## src/rtl/attitude_complementary_filter_assert.svh

```systemverilog
// Assertion macros used by the attitude filter controller.
`ifndef ATTITUDE_COMPLEMENTARY_FILTER_ASSERT_SVH
`define ATTITUDE_COMPLEMENTARY_FILTER_ASSERT_SVH
`ifndef NO_ASSERTIONS
`define ACF_ASSERT_IMP(lbl, clk, rstn, ante, cons) \
    lbl: assert property (@(posedge clk) disable iff (!rstn) (ante) |-> (cons)) \
        else $error("acf assertion failed");
`define ACF_ASSERT_NXT(lbl, clk, rstn, ante, cons) \
    lbl: assert property (@(posedge clk) disable iff (!rstn) (ante) |=> (cons)) \
        else $error("acf assertion failed");
`else
`define ACF_ASSERT_IMP(lbl, clk, rstn, ante, cons)
`define ACF_ASSERT_NXT(lbl, clk, rstn, ante, cons)
`endif
`endif

```

## src/rtl/acf_pkg.sv

```systemverilog
`default_nettype none
package acf_pkg;

    localparam int ACF_CORDIC_STEPS = 16;
    localparam int ATAN_ENTRIES     = 24;
    localparam int IDX_W            = 5;

    localparam int CFG_IDX_W  = 8;
    localparam int CFG_DATA_W = 20;
    localparam logic [CFG_IDX_W-1:0] CFG_BLEND_ALPHA = 8'd0;
    localparam logic [CFG_IDX_W-1:0] CFG_GYRO_STEP   = 8'd1;

    localparam logic [16:0] ALPHA_ONE   = 17'd65536;
    localparam logic [16:0] ALPHA_RESET = 17'd58982;
    localparam logic [19:0] STEP_RESET  = 20'd32768;

    // angles: Q16 hundredths of a degree
    localparam logic [39:0] FULL_TURN = 40'd2359296000;
    localparam logic [39:0] HALF_TURN = 40'd1179648000;
    localparam logic signed [32:0] QUARTER_TURN = 33'sd589824000;

    // offsets that make the value to wrap positive before the reduction
    localparam logic signed [40:0] WRAP_OFS_BIG   = 41'(64'd1179648000 + 64'd75497472000);
    localparam logic signed [40:0] WRAP_OFS_SMALL = 41'(64'd1179648000 + 64'd2359296000);
    localparam logic [IDX_W-1:0] WRAP_BIG_K   = 5'd5;
    localparam logic [IDX_W-1:0] WRAP_SMALL_K = 5'd1;

    typedef enum logic [3:0] {
        OP_NONE, OP_GMUL, OP_WINIT_G, OP_WINIT_Z, OP_WINIT_B, OP_WSTEP,
        OP_STORE_G, OP_STORE_Z, OP_STORE_B, OP_CINIT, OP_CSTEP, OP_BMUL
    } op_t;

    typedef enum logic [1:0] {CH_YAW, CH_ROLL, CH_PITCH} chan_t;

    typedef struct packed {
        logic             load;
        logic             publish;
        op_t              op;
        chan_t            chan;
        logic [IDX_W-1:0] idx;
    } acf_cmd_t;

    function automatic logic [31:0] atan_entry(input logic [IDX_W-1:0] i);
        logic [31:0] v;
        unique case (i)
            5'd0:  v = 32'd294912000;
            5'd1:  v = 32'd174096719;
            5'd2:  v = 32'd91987925;
            5'd3:  v = 32'd46694507;
            5'd4:  v = 32'd23437865;
            5'd5:  v = 32'd11730358;
            5'd6:  v = 32'd5866610;
            5'd7:  v = 32'd2933484;
            5'd8:  v = 32'd1466764;
            5'd9:  v = 32'd733385;
            5'd10: v = 32'd366693;
            5'd11: v = 32'd183346;
            5'd12: v = 32'd91673;
            5'd13: v = 32'd45837;
            5'd14: v = 32'd22918;
            5'd15: v = 32'd11459;
            5'd16: v = 32'd5730;
            5'd17: v = 32'd2865;
            5'd18: v = 32'd1432;
            5'd19: v = 32'd716;
            5'd20: v = 32'd358;
            5'd21: v = 32'd179;
            5'd22: v = 32'd90;
            5'd23: v = 32'd45;
            default: v = 32'd0;
        endcase
        return v;
    endfunction

endpackage
`default_nettype wire

```

## src/rtl/acf_controller.sv

```systemverilog
`default_nettype none
`include "attitude_complementary_filter_assert.svh"
module acf_controller #(
    parameter int CORDIC_STEPS = acf_pkg::ACF_CORDIC_STEPS
) (
    input  wire logic          aclk,
    input  wire logic          aresetn,
    input  wire logic          s_valid,
    output logic               s_ready,
    output logic               m_valid,
    input  wire logic          m_ready,
    output acf_pkg::acf_cmd_t  cmd
);
    import acf_pkg::*;

    typedef enum logic [14:0] {
        ST_IDLE   = 15'b000000000000001,
        ST_GMUL   = 15'b000000000000010,
        ST_GWINIT = 15'b000000000000100,
        ST_GWSTEP = 15'b000000000001000,
        ST_GSTORE = 15'b000000000010000,
        ST_CINIT  = 15'b000000000100000,
        ST_CSTEP  = 15'b000000001000000,
        ST_CWINIT = 15'b000000010000000,
        ST_CWSTEP = 15'b000000100000000,
        ST_CSTORE = 15'b000001000000000,
        ST_BMUL   = 15'b000010000000000,
        ST_BWINIT = 15'b000100000000000,
        ST_BWSTEP = 15'b001000000000000,
        ST_BSTORE = 15'b010000000000000,
        ST_DONE   = 15'b100000000000000
    } state_t;

    state_t state_reg, state_next;
    chan_t chan_reg, chan_next;
    logic [IDX_W-1:0] cnt_reg, cnt_next;
    logic m_valid_reg, m_valid_next;

    always_comb begin
        state_next   = state_reg;
        chan_next    = chan_reg;
        cnt_next     = cnt_reg;
        cmd.load     = 1'b0;
        cmd.publish  = 1'b0;
        cmd.op       = OP_NONE;
        cmd.chan     = chan_reg;
        cmd.idx      = cnt_reg;
        m_valid_next = m_valid_reg && !m_ready;
        unique case (state_reg)
            ST_IDLE: begin
                if (s_valid) begin
                    cmd.load   = 1'b1;
                    chan_next  = CH_YAW;
                    state_next = ST_GMUL;
                end
            end
            ST_GMUL: begin
                cmd.op = OP_GMUL;
                state_next = ST_GWINIT;
            end
            ST_GWINIT: begin
                cmd.op = OP_WINIT_G;
                cnt_next = WRAP_BIG_K;
                state_next = ST_GWSTEP;
            end
            ST_GWSTEP: begin
                cmd.op = OP_WSTEP;
                if (cnt_reg == '0) state_next = ST_GSTORE;
                else cnt_next = cnt_reg - 1'b1;
            end
            ST_GSTORE: begin
                cmd.op = OP_STORE_G;
                unique case (chan_reg)
                    CH_YAW:  begin chan_next = CH_ROLL;  state_next = ST_GMUL;  end
                    CH_ROLL: begin chan_next = CH_PITCH; state_next = ST_GMUL;  end
                    default: begin chan_next = CH_ROLL;  state_next = ST_CINIT; end
                endcase
            end
            ST_CINIT: begin
                cmd.op = OP_CINIT;
                cnt_next = '0;
                state_next = ST_CSTEP;
            end
            ST_CSTEP: begin
                cmd.op = OP_CSTEP;
                if (cnt_reg == IDX_W'(CORDIC_STEPS - 1)) state_next = ST_CWINIT;
                else cnt_next = cnt_reg + 1'b1;
            end
            ST_CWINIT: begin
                cmd.op = OP_WINIT_Z;
                cnt_next = WRAP_SMALL_K;
                state_next = ST_CWSTEP;
            end
            ST_CWSTEP: begin
                cmd.op = OP_WSTEP;
                if (cnt_reg == '0) state_next = ST_CSTORE;
                else cnt_next = cnt_reg - 1'b1;
            end
            ST_CSTORE: begin
                cmd.op = OP_STORE_Z;
                if (chan_reg == CH_ROLL) begin
                    chan_next = CH_PITCH; state_next = ST_CINIT;
                end else begin
                    chan_next = CH_ROLL; state_next = ST_BMUL;
                end
            end
            ST_BMUL: begin
                cmd.op = OP_BMUL;
                state_next = ST_BWINIT;
            end
            ST_BWINIT: begin
                cmd.op = OP_WINIT_B;
                cnt_next = WRAP_SMALL_K;
                state_next = ST_BWSTEP;
            end
            ST_BWSTEP: begin
                cmd.op = OP_WSTEP;
                if (cnt_reg == '0) state_next = ST_BSTORE;
                else cnt_next = cnt_reg - 1'b1;
            end
            ST_BSTORE: begin
                cmd.op = OP_STORE_B;
                if (chan_reg == CH_ROLL) begin
                    chan_next = CH_PITCH; state_next = ST_BMUL;
                end else begin
                    state_next = ST_DONE;
                end
            end
            ST_DONE: begin
                // hand over once the output register is free
                if (!m_valid_reg || m_ready) begin
                    cmd.publish  = 1'b1;
                    m_valid_next = 1'b1;
                    state_next   = ST_IDLE;
                end
            end
            default: state_next = ST_IDLE;
        endcase
    end

    always_ff @(posedge aclk) begin
        if (!aresetn) begin
            state_reg   <= ST_IDLE;
            chan_reg    <= CH_YAW;
            cnt_reg     <= '0;
            m_valid_reg <= 1'b0;
        end else begin
            state_reg   <= state_next;
            chan_reg    <= chan_next;
            cnt_reg     <= cnt_next;
            m_valid_reg <= m_valid_next;
        end
    end

    assign s_ready = (state_reg == ST_IDLE);
    assign m_valid = m_valid_reg;

    `ACF_ASSERT_NXT(a_accept_starts, aclk, aresetn, s_valid && s_ready, state_reg == ST_GMUL)
    `ACF_ASSERT_IMP(a_publish_free, aclk, aresetn, cmd.publish, !m_valid_reg || m_ready)
    `ACF_ASSERT_IMP(a_cordic_cnt, aclk, aresetn, state_reg == ST_CSTEP, cnt_reg < IDX_W'(CORDIC_STEPS))
    `ACF_ASSERT_IMP(a_wrap_cnt, aclk, aresetn, cmd.op == OP_WSTEP, cnt_reg <= WRAP_BIG_K)

endmodule
`default_nettype wire

```

## config.mk

```make
export PLATFORM = sky130hd
export DESIGN_NAME = acf_controller
export DESIGN_NICKNAME = d
export VERILOG_FILES = /design/src/rtl/acf_pkg.sv /design/src/rtl/acf_controller.sv
export VERILOG_INCLUDE_DIRS = /design/src /design/src/rtl
export SDC_FILE = /design/constraint.sdc
export NUM_CORES = 1
export LEC_CHECK = 0
export ABC_AREA = 1
export BUFFER_PORTS_ARGS = -buffer_cell sky130_fd_sc_hd__buf_2
export CORE_MARGIN = 2
export CORE_UTILIZATION = 50
export DETAILED_ROUTE_END_ITERATION = 10
export PLACE_DENSITY = 0.78
export SYNTH_ARGS = -nofsm -noshare
export SYNTH_HDL_FRONTEND = slang
export SYNTH_SLANG_ARGS = --single-unit
```

## constraint.sdc

```tcl
create_clock -name aclk -period 2.5 [get_ports aclk]
set_clock_uncertainty 0.05 [all_clocks]
set_input_delay 0.75 -clock aclk [delete_from_list [all_inputs] [get_ports aclk]]
set_output_delay 0.75 -clock aclk [all_outputs]
set_load 0.02 [all_outputs]
```

==> flow_results.xml, run 1 <==
<?xml version="1.0" encoding="UTF-8"?>
<metrics>
  <group name="status">
    <metric name="outcome" unit="">finished with violations</metric>
    <metric name="failed_checks" unit="">setup timing</metric>
  </group>
  <group name="critical_path">
    <metric name="slowest_delay" unit="ns">0.37</metric>
    <metric name="timing.critical_path.slowest_stage_cell" unit="">dfxtp_2</metric>
    <metric name="cpLargestDelayFamily" unit="">simple AND/OR/NAND/NOR gates</metric>
    <metric name="worstPathBufferInverterCount" unit="">2</metric>
    <metric name="critical_path.cell_chain" unit="">nor2_4 &gt; nand2_4 &gt; nor2_8 &gt; buf_6 &gt; nand2_4 &gt; nand2_2 &gt; nor2_1 &gt; nand3_1 &gt; buf_6</metric>
    <metric name="cp-start-kind" unit="">flop</metric>
    <metric name="cp_max_fo" unit="">7</metric>
    <metric name="timing.critical_path.required" unit="ns">1.70</metric>
    <metric name="crit_path_end_kind" unit="">output pin</metric>
    <metric name="worst-setup-path-type" unit="">flop to output pin</metric>
    <metric name="critPathArrivalTime" unit="ns">1.72</metric>
  </group>
  <group name="die">
    <metric name="die_w" unit="um">63.80</metric>
    <metric name="num_rows" unit="">21</metric>
    <metric name="die_area" unit="um^2">4070</metric>
    <metric name="ios" unit="">19</metric>
    <metric name="coreArea" unit="um^2">3390</metric>
    <metric name="initial_cell_density_of_the_core" unit="%">52.75</metric>
    <metric name="dieHeight" unit="um">63.80</metric>
  </group>
  <group name="timing">
    <metric name="max_slew.worst_pin.slew" unit="ns">0.4298</metric>
    <metric name="accumulated_negative_setup_slack" unit="ns">-0.01656</metric>
    <metric name="setup_violators_final" unit="">1</metric>
    <metric name="post-route-worst-setup-slack" unit="ns">-0.01656</metric>
    <metric name="final_period_minus_worst_setup_slack" unit="ns">2.517</metric>
    <metric name="max_freq" unit="MHz">397.4</metric>
    <metric name="maxSlewHeadroom" unit="%">71.17</metric>
    <metric name="grt_setup_unrepaired" unit="">true</metric>
    <metric name="period_share" unit="%">100.7</metric>
    <metric name="timing_hold_violations_final" unit="">0</metric>
    <metric name="finalMaxSlewViolations" unit="">0</metric>
  </group>
  <group name="pwr">
    <metric name="worst_ir_drop_vdd" unit="V">0.0004980</metric>
    <metric name="cell_internal_pwr" unit="mW">1.043</metric>
    <metric name="power.switching_fraction" unit="%">51.88</metric>
    <metric name="p_leak" unit="nW">1.197</metric>
    <metric name="pwr-share-comb" unit="%">67.7</metric>
    <metric name="fraction_of_power_consumed_by_the_clock_network" unit="%">8.7</metric>
    <metric name="seq_power_share" unit="%">23.6</metric>
    <metric name="power.net_switching" unit="mW">1.124</metric>
    <metric name="power" unit="mW">2.167</metric>
    <metric name="power-per-cell-area" unit="nW/um^2">937.7</metric>
  </group>
  <group name="yosys">
    <metric name="synth_async_sr_flop_share" unit="%">0</metric>
    <metric name="synth_xor_xnor_area_share" unit="%">0.9797</metric>
    <metric name="postSynth.topFlopCell" unit="">dfxtp_1</metric>
    <metric name="yosys-mux-area-fraction" unit="%">0</metric>
    <metric name="number_of_synthesized_flops_with_an_enable_pin" unit="">0</metric>
    <metric name="yosysWarningCount" unit="">0</metric>
    <metric name="post_synth_and_or_nand_nor_area_fraction" unit="%">53.11</metric>
    <metric name="syn_area_per_cell" unit="um^2">6.877</metric>
    <metric name="synth_top_cells_by_count" unit="">nand2_1 (46), nor2_1 (40), inv_1 (35)</metric>
    <metric name="compound_gate_fraction_of_synth_area" unit="%">6.858</metric>
    <metric name="synth_top_family_by_area" unit="">simple AND/OR/NAND/NOR gates</metric>
    <metric name="synth_register_bits" unit="">23</metric>
    <metric name="synth_top_area_share" unit="%">25.75</metric>
    <metric name="fraction_of_the_yosys_area_taken_by_sequential_cells" unit="%">25.75</metric>
    <metric name="synthMostInstantiatedCell" unit="">nand2_1</metric>
    <metric name="post_synth_main_area_contributors" unit="">dfxtp_1 (26%), nand2_1 (9.7%), nor2_1 (8.4%)</metric>
    <metric name="synthDistinctLibCells" unit="">37</metric>
    <metric name="syn-instance-count" unit="">260</metric>
    <metric name="syn_area" unit="um^2">1788</metric>
    <metric name="synth_top_area_cell" unit="">dfxtp_1</metric>
    <metric name="syn_nets" unit="">268</metric>
    <metric name="synthAdderAreaFrac" unit="%">3.219</metric>
  </group>
  <group name="place">
    <metric name="place_hpwl" unit="um">3141</metric>
    <metric name="post-place-cells" unit="">324</metric>
    <metric name="place_congestion" unit="">0.8627</metric>
    <metric name="port_buffers" unit="">18</metric>
  </group>
  <group name="layout">
    <metric name="regArea" unit="um^2">484.2</metric>
    <metric name="finish.cell_count_without_fillers" unit="">346</metric>
    <metric name="layout_area_overhead" unit="%">29.25</metric>
    <metric name="finalNetCount" unit="">309</metric>
    <metric name="max_ffs_per_register" unit="">15</metric>
    <metric name="antennaDiodeCount" unit="">0</metric>
    <metric name="nFillCells" unit="">269</metric>
    <metric name="layout-drive-gt1-share" unit="%">39.67</metric>
    <metric name="multi_input_combinational_cell_area" unit="um^2">1314</metric>
  </group>
  <group name="global_route">
    <metric name="overflow" unit="">0</metric>
    <metric name="antenna_found_initial" unit="">0</metric>
    <metric name="grt_start_max_net_pins" unit="">14</metric>
    <metric name="grt_first_pass_wirelength" unit="um">7238</metric>
    <metric name="grt_pass1_vias" unit="">1653</metric>
    <metric name="gr-usage-all-layers" unit="%">22.19</metric>
  </group>
  <group name="cts">
    <metric name="worst_setup_hold_path_clk_slew" unit="ns">0.14</metric>
    <metric name="h_tree_levels" unit="">1</metric>
    <metric name="tritoncts" unit="">done</metric>
    <metric name="root_buffer" unit="">clkbuf_4</metric>
    <metric name="cts_max_path_buffers" unit="">2</metric>
    <metric name="clock_insertion_delay_worst_skew" unit="ns">0.33</metric>
    <metric name="cts_made_buffers" unit="">3</metric>
    <metric name="post_cts_hold_buffer_count" unit="">0</metric>
    <metric name="clock-sinks" unit="">23</metric>
  </group>
  <group name="run">
    <metric name="maxCapViolCount" unit="">0</metric>
  </group>
  <group name="route">
    <metric name="route.detailed.vias_per_inst" unit="">5.329</metric>
    <metric name="firstDrtPassIters" unit="">4</metric>
    <metric name="route.detailed.wl_per_inst" unit="um">13.71</metric>
    <metric name="via_count" unit="">1844</metric>
    <metric name="drcViolationCount" unit="">0</metric>
    <metric name="number_of_violations_reported_at_the_end_of_detailed_routing_iteration_0" unit="">113</metric>
    <metric name="count_of_antenna_violating_nets_left_after_detailed_routing" unit="">0</metric>
    <metric name="routed_wl" unit="um">4745</metric>
  </group>
  <group name="hold_path">
    <metric name="worstHoldPathType" unit="">flop to flop</metric>
  </group>
</metrics>
-- metal layers --
layer  global-route usage, %  vias up  wire, um
li1                        -      920         -
met1                   28.74      860      1991
met2                   34.90       51      2427
met3                   4.049       13       215
met4                   11.68        0       111
met5                       0        -         0
-- cells in the final DEF (no fill, tap or decap), types with 2 or more instances in the layout --
| master | count |
|---|---|
| ha_4 | 2 |
| o21ai_0 | 2 |
| nand4_1 | 7 |
| a21oi_1 | 9 |
| nor3_2 | 7 |
| buf_2 | 14 |
| nand3b_1 | 2 |
| inv_2 | 3 |
| clkbuf_4 | 3 |
| buf_6 | 6 |
| nand3_2 | 8 |
| buf_4 | 18 |
| nor2_2 | 7 |
| nand3_4 | 3 |
| dfxtp_1 | 12 |
| nand2_1 | 42 |
| dfxtp_2 | 7 |
| a21oi_2 | 3 |
| and3_1 | 3 |
| nor3_1 | 3 |
| o21ai_1 | 4 |
| nand2_4 | 11 |
| dfxtp_4 | 4 |
| nor2_8 | 3 |
| xnor2_1 | 2 |
| nor2_1 | 37 |
| nand3_1 | 16 |
| inv_1 | 35 |
| nor2_4 | 9 |
| nand2_2 | 5 |
-- power groups by stage --
| stage | logic (mW) | registers, mW | clock network [mW] |
|---|---|---|---|
| after CTS | 1.30 | 0.491 | 0.184 |
| after detailed placement | 1.18 | 0.496 | 0 |
| after global placement | 1.17 | 0.493 | 0 |
| after floorplan | 0.982 | 0.505 | 0 |
| after global routing | 1.60 | 0.520 | 0.209 |
| final | 1.47 | 0.511 | 0.189 |
-- layout make-up --
class	count	share of cell area [%]
Multi-Input combinational cell	195	56.85
Clock buffer	3	0.9746
Timing Repair Buffer	38	11.80
Tap cell	46	2.491
Sequential cell	23	20.95
Clock inverter	1	0.2166
Inverter	40	6.714
-- repair_timing --
action | CTS | global route
pin swaps | 8 | 11
setup endpoints to repair | 4 | 9
resized for setup | 16 | 42
buffers inserted | 8 | 10
-- logic make-up (layout without fill, tap and decap cells) --
| logic type | Yosys count | count (layout) |
|---|---|---|
| AND/OR/NAND/NOR | 167 | 167 |
| buffers and inverters | 42 | 82 |
| flip-flops | 23 | 23 |
| AO/OA/AOI/OAI | 22 | 22 |
| adder cells (fa/ha/maj) | 4 | 4 |
| XOR/XNOR | 2 | 2 |
-- through the flow --
stage	hold slack (ns)	utilization, %	setup slack, ns	instance area (um^2)
2_1_floorplan	0.4584	-	0.4005	1788
3_3_place_gp	0.4188	56.81	0.1829	1926
3_5_place_dp	0.4260	56.81	0.1220	1926
4_1_cts	0.4439	61.02	-0.004647	2068
5_1_grt	0.4819	68.18	-0.1061	2311
6_report	0.4390	68.18	-0.01656	2311
-- worst paths after layout --
check / start / endpoint / slack (ns) / cells after the start
worst max-delay path: state_reg[11]$_SDFFE_PN0P_ / cmd[8] / -0.02 / 9
worst min-delay path: chan_reg[0]$_SDFFE_PN0P_ / chan_reg[0]$_SDFFE_PN0P_ / 0.44 / 2
worst max register to register: state_reg[1]$_SDFFE_PN0P_ / cnt_reg[4]$_SDFFE_PN0P_ / 0.16 / 16
worst min register to register: chan_reg[0]$_SDFFE_PN0P_ / chan_reg[0]$_SDFFE_PN0P_ / 0.44 / 2
-- tightest hold or removal path: cells and delay by family (launching register included) --
kind	cells	cell delay, ns
compound gates	1	0.05
simple gates	1	0.06
flops	1	0.34
No activity file was read; power rests on OpenSTA's default activity.
==> run 2: changes to the inputs <==
--- a/config.mk
+++ b/config.mk
@@ -11,7 +11,7 @@
 export CORE_MARGIN = 2
 export CORE_UTILIZATION = 50
 export DETAILED_ROUTE_END_ITERATION = 10
-export PLACE_DENSITY = 0.78
+export PLACE_DENSITY_LB_ADDON = 0.2
 export SYNTH_ARGS = -nofsm -noshare
 export SYNTH_HDL_FRONTEND = slang
 export SYNTH_SLANG_ARGS = --single-unit
==> flow_results.xml, run 2 (synthesized netlist as in run 1, its figures left out) <==
<?xml version="1.0" encoding="UTF-8"?>
<metrics>
  <group name="timing">
    <metric name="timing_hold_violations_final" unit="">0</metric>
    <metric name="finalHoldWorstSlack" unit="ns">0.4621</metric>
    <metric name="grt_setup_unrepaired" unit="">true</metric>
    <metric name="max_slew.worst_pin.slew" unit="ns">0.4566</metric>
    <metric name="setup_violators_final" unit="">1</metric>
    <metric name="max_freq" unit="MHz">398.2</metric>
    <metric name="final_period_minus_worst_setup_slack" unit="ns">2.511</metric>
    <metric name="finalMaxSlewViolations" unit="">0</metric>
    <metric name="period_share" unit="%">100.5</metric>
    <metric name="maxSlewHeadroom" unit="%">69.37</metric>
    <metric name="post-route-worst-setup-slack" unit="ns">-0.01140</metric>
  </group>
  <group name="place">
    <metric name="post-place-cells" unit="">325</metric>
    <metric name="place_hpwl" unit="um">3246</metric>
    <metric name="place_congestion" unit="">0.8753</metric>
    <metric name="port_buffers" unit="">18</metric>
  </group>
  <group name="cts">
    <metric name="post_cts_hold_buffer_count" unit="">0</metric>
    <metric name="clock_insertion_delay_worst_skew" unit="ns">0.33</metric>
    <metric name="cts_max_path_buffers" unit="">2</metric>
    <metric name="clock-sinks" unit="">23</metric>
    <metric name="h_tree_levels" unit="">1</metric>
    <metric name="root_buffer" unit="">clkbuf_4</metric>
    <metric name="worst_setup_hold_path_clk_slew" unit="ns">0.13</metric>
    <metric name="cts_made_buffers" unit="">3</metric>
    <metric name="tritoncts" unit="">done</metric>
  </group>
  <group name="die">
    <metric name="initial_cell_density_of_the_core" unit="%">52.75</metric>
    <metric name="ios" unit="">19</metric>
    <metric name="die_w" unit="um">63.80</metric>
    <metric name="die_area" unit="um^2">4070</metric>
    <metric name="coreArea" unit="um^2">3390</metric>
    <metric name="dieHeight" unit="um">63.80</metric>
    <metric name="num_rows" unit="">21</metric>
  </group>
  <group name="layout">
    <metric name="multi_input_combinational_cell_area" unit="um^2">1305</metric>
    <metric name="finalNetCount" unit="">314</metric>
    <metric name="final_core_util" unit="%">69.14</metric>
    <metric name="max_ffs_per_register" unit="">15</metric>
    <metric name="regArea" unit="um^2">486.7</metric>
    <metric name="layout-drive-gt1-share" unit="%">40.66</metric>
    <metric name="antennaDiodeCount" unit="">0</metric>
    <metric name="most-common-layout-cells" unit="">nand2_1 (43), nor2_1 (36), inv_1 (32)</metric>
    <metric name="nFillCells" unit="">296</metric>
    <metric name="final_common_cell" unit="">nand2_1</metric>
    <metric name="finish.cell_count_without_fillers" unit="">351</metric>
    <metric name="layout_area_overhead" unit="%">31.07</metric>
  </group>
  <group name="status">
    <metric name="failed_checks" unit="">setup timing</metric>
    <metric name="outcome" unit="">finished with violations</metric>
  </group>
  <group name="route">
    <metric name="via_count" unit="">1867</metric>
    <metric name="count_of_antenna_violating_nets_left_after_detailed_routing" unit="">0</metric>
    <metric name="number_of_violations_reported_at_the_end_of_detailed_routing_iteration_0" unit="">98</metric>
    <metric name="routed_wl" unit="um">4856</metric>
    <metric name="drcViolationCount" unit="">0</metric>
    <metric name="route.detailed.vias_per_inst" unit="">5.319</metric>
    <metric name="firstDrtPassIters" unit="">4</metric>
    <metric name="route.detailed.wl_per_inst" unit="um">13.83</metric>
  </group>
  <group name="pwr">
    <metric name="power" unit="mW">2.272</metric>
    <metric name="p_leak" unit="nW">1.220</metric>
    <metric name="power-per-cell-area" unit="nW/um^2">969.6</metric>
    <metric name="worst_ir_drop_vdd" unit="V">0.0005886</metric>
  </group>
  <group name="global_route">
    <metric name="grt_first_pass_wirelength" unit="um">7596</metric>
    <metric name="grt_pass1_vias" unit="">1612</metric>
    <metric name="grt_start_max_net_pins" unit="">14</metric>
    <metric name="gr-usage-all-layers" unit="%">23.56</metric>
    <metric name="overflow" unit="">0</metric>
    <metric name="antenna_found_initial" unit="">0</metric>
  </group>
  <group name="critical_path">
    <metric name="worst_path_most_repeated_cell" unit="">nand2_4</metric>
    <metric name="timing.critical_path.slowest_stage_cell" unit="">dfxtp_1</metric>
    <metric name="timing.critical_path.required" unit="ns">1.70</metric>
    <metric name="cp-start-kind" unit="">flop</metric>
    <metric name="critPathArrivalTime" unit="ns">1.71</metric>
    <metric name="crit_path_end_kind" unit="">output pin</metric>
    <metric name="slowest_delay" unit="ns">0.38</metric>
    <metric name="worst-setup-path-type" unit="">flop to output pin</metric>
    <metric name="critical_path.cell_chain" unit="">nor2_4 &gt; nand2_4 &gt; nor2_8 &gt; nand2_4 &gt; nand3_4 &gt; nor2_2 &gt; nand4_1 &gt; buf_4</metric>
    <metric name="cp_max_fo" unit="">8</metric>
  </group>
  <group name="run">
    <metric name="maxCapViolCount" unit="">0</metric>
  </group>
  <group name="hold_path">
    <metric name="worstHoldPathType" unit="">flop to flop</metric>
  </group>
</metrics>
==> run 2: cell count changes in the layout (fill, tap and decap cells not counted), sizes merged <==
cell	previous run	this run
buf	38	43
clkinv	2	1
clkbuf	3	4
==> run 2: stage by stage <==
| step | instance area, um^2 | worst slack (ns) | TNS [ns] |
|---|---|---|---|
| global route | 2344 | -0.07386 | -0.3436 |
| CTS | 2073 | 0.0003372 | 0 |
| finish | 2344 | -0.01140 | -0.01140 |
| floorplan | 1788 | 0.4005 | 0 |
| detailed placement | 1933 | 0.1608 | 0 |
| global placement | 1933 | 0.2123 | 0 |
==> run 2: layer usage <==
| layer | up-vias | wire length, um | global-route usage, % |
|---|---|---|---|
| met5 | - | 0 | 0 |
| met4 | 0 | 57 | 7.337 |
| met3 | 8 | 197 | 3.169 |
| met2 | 52 | 2422 | 39.06 |
| met1 | 880 | 2178 | 31.68 |
| li1 | 927 | - | - |
==> run 2: worst max-delay path, delay by kind of cell (launching register included) <==
family / cells / cell delay [ns]
DFF: 1 / 0.38
and+or+nand+nor: 7 / 0.84
buffers and inverters: 1 / 0.15
==> run 2: power breakdown <==
group          internal (mW)  leakage, nW  total [mW]  switching [mW]
registers              0.433        0.193       0.505          0.0714
logic                  0.610         1.01        1.58           0.972
clock network         0.0627       0.0150       0.186           0.124
total                   1.11         1.22        2.27            1.17
==> run 2: what timing repair did <==
item / 4_1_cts / 5_1_grt
gates resized for setup: 20 / 43
endpoints found under the setup margin: 6 / 9
setup buffers: 6 / 16
pin swaps: 6 / 19
==> run 2: layout make-up <==
cell class / count / share of cell area (%)
clock buffer: 4 / 1.121
timing repair buffer: 43 / 13.35
inverter: 40 / 6.620
tap: 46 / 2.456
sequential: 23 / 20.77
multi-input combinational: 195 / 55.69
==> run 2: worst paths after layout <==
check	startpoint	slack, ns	cells past startpoint	to
worst max-delay path	state_reg[2]$_SDFFE_PN0P_	-0.01	8	cmd[7]
worst min-delay path	chan_reg[0]$_SDFFE_PN0P_	0.46	2	chan_reg[0]$_SDFFE_PN0P_
worst max register to register	state_reg[2]$_SDFFE_PN0P_	0.13	16	cnt_reg[4]$_SDFFE_PN0P_
worst min register to register	chan_reg[0]$_SDFFE_PN0P_	0.46	2	chan_reg[0]$_SDFFE_PN0P_
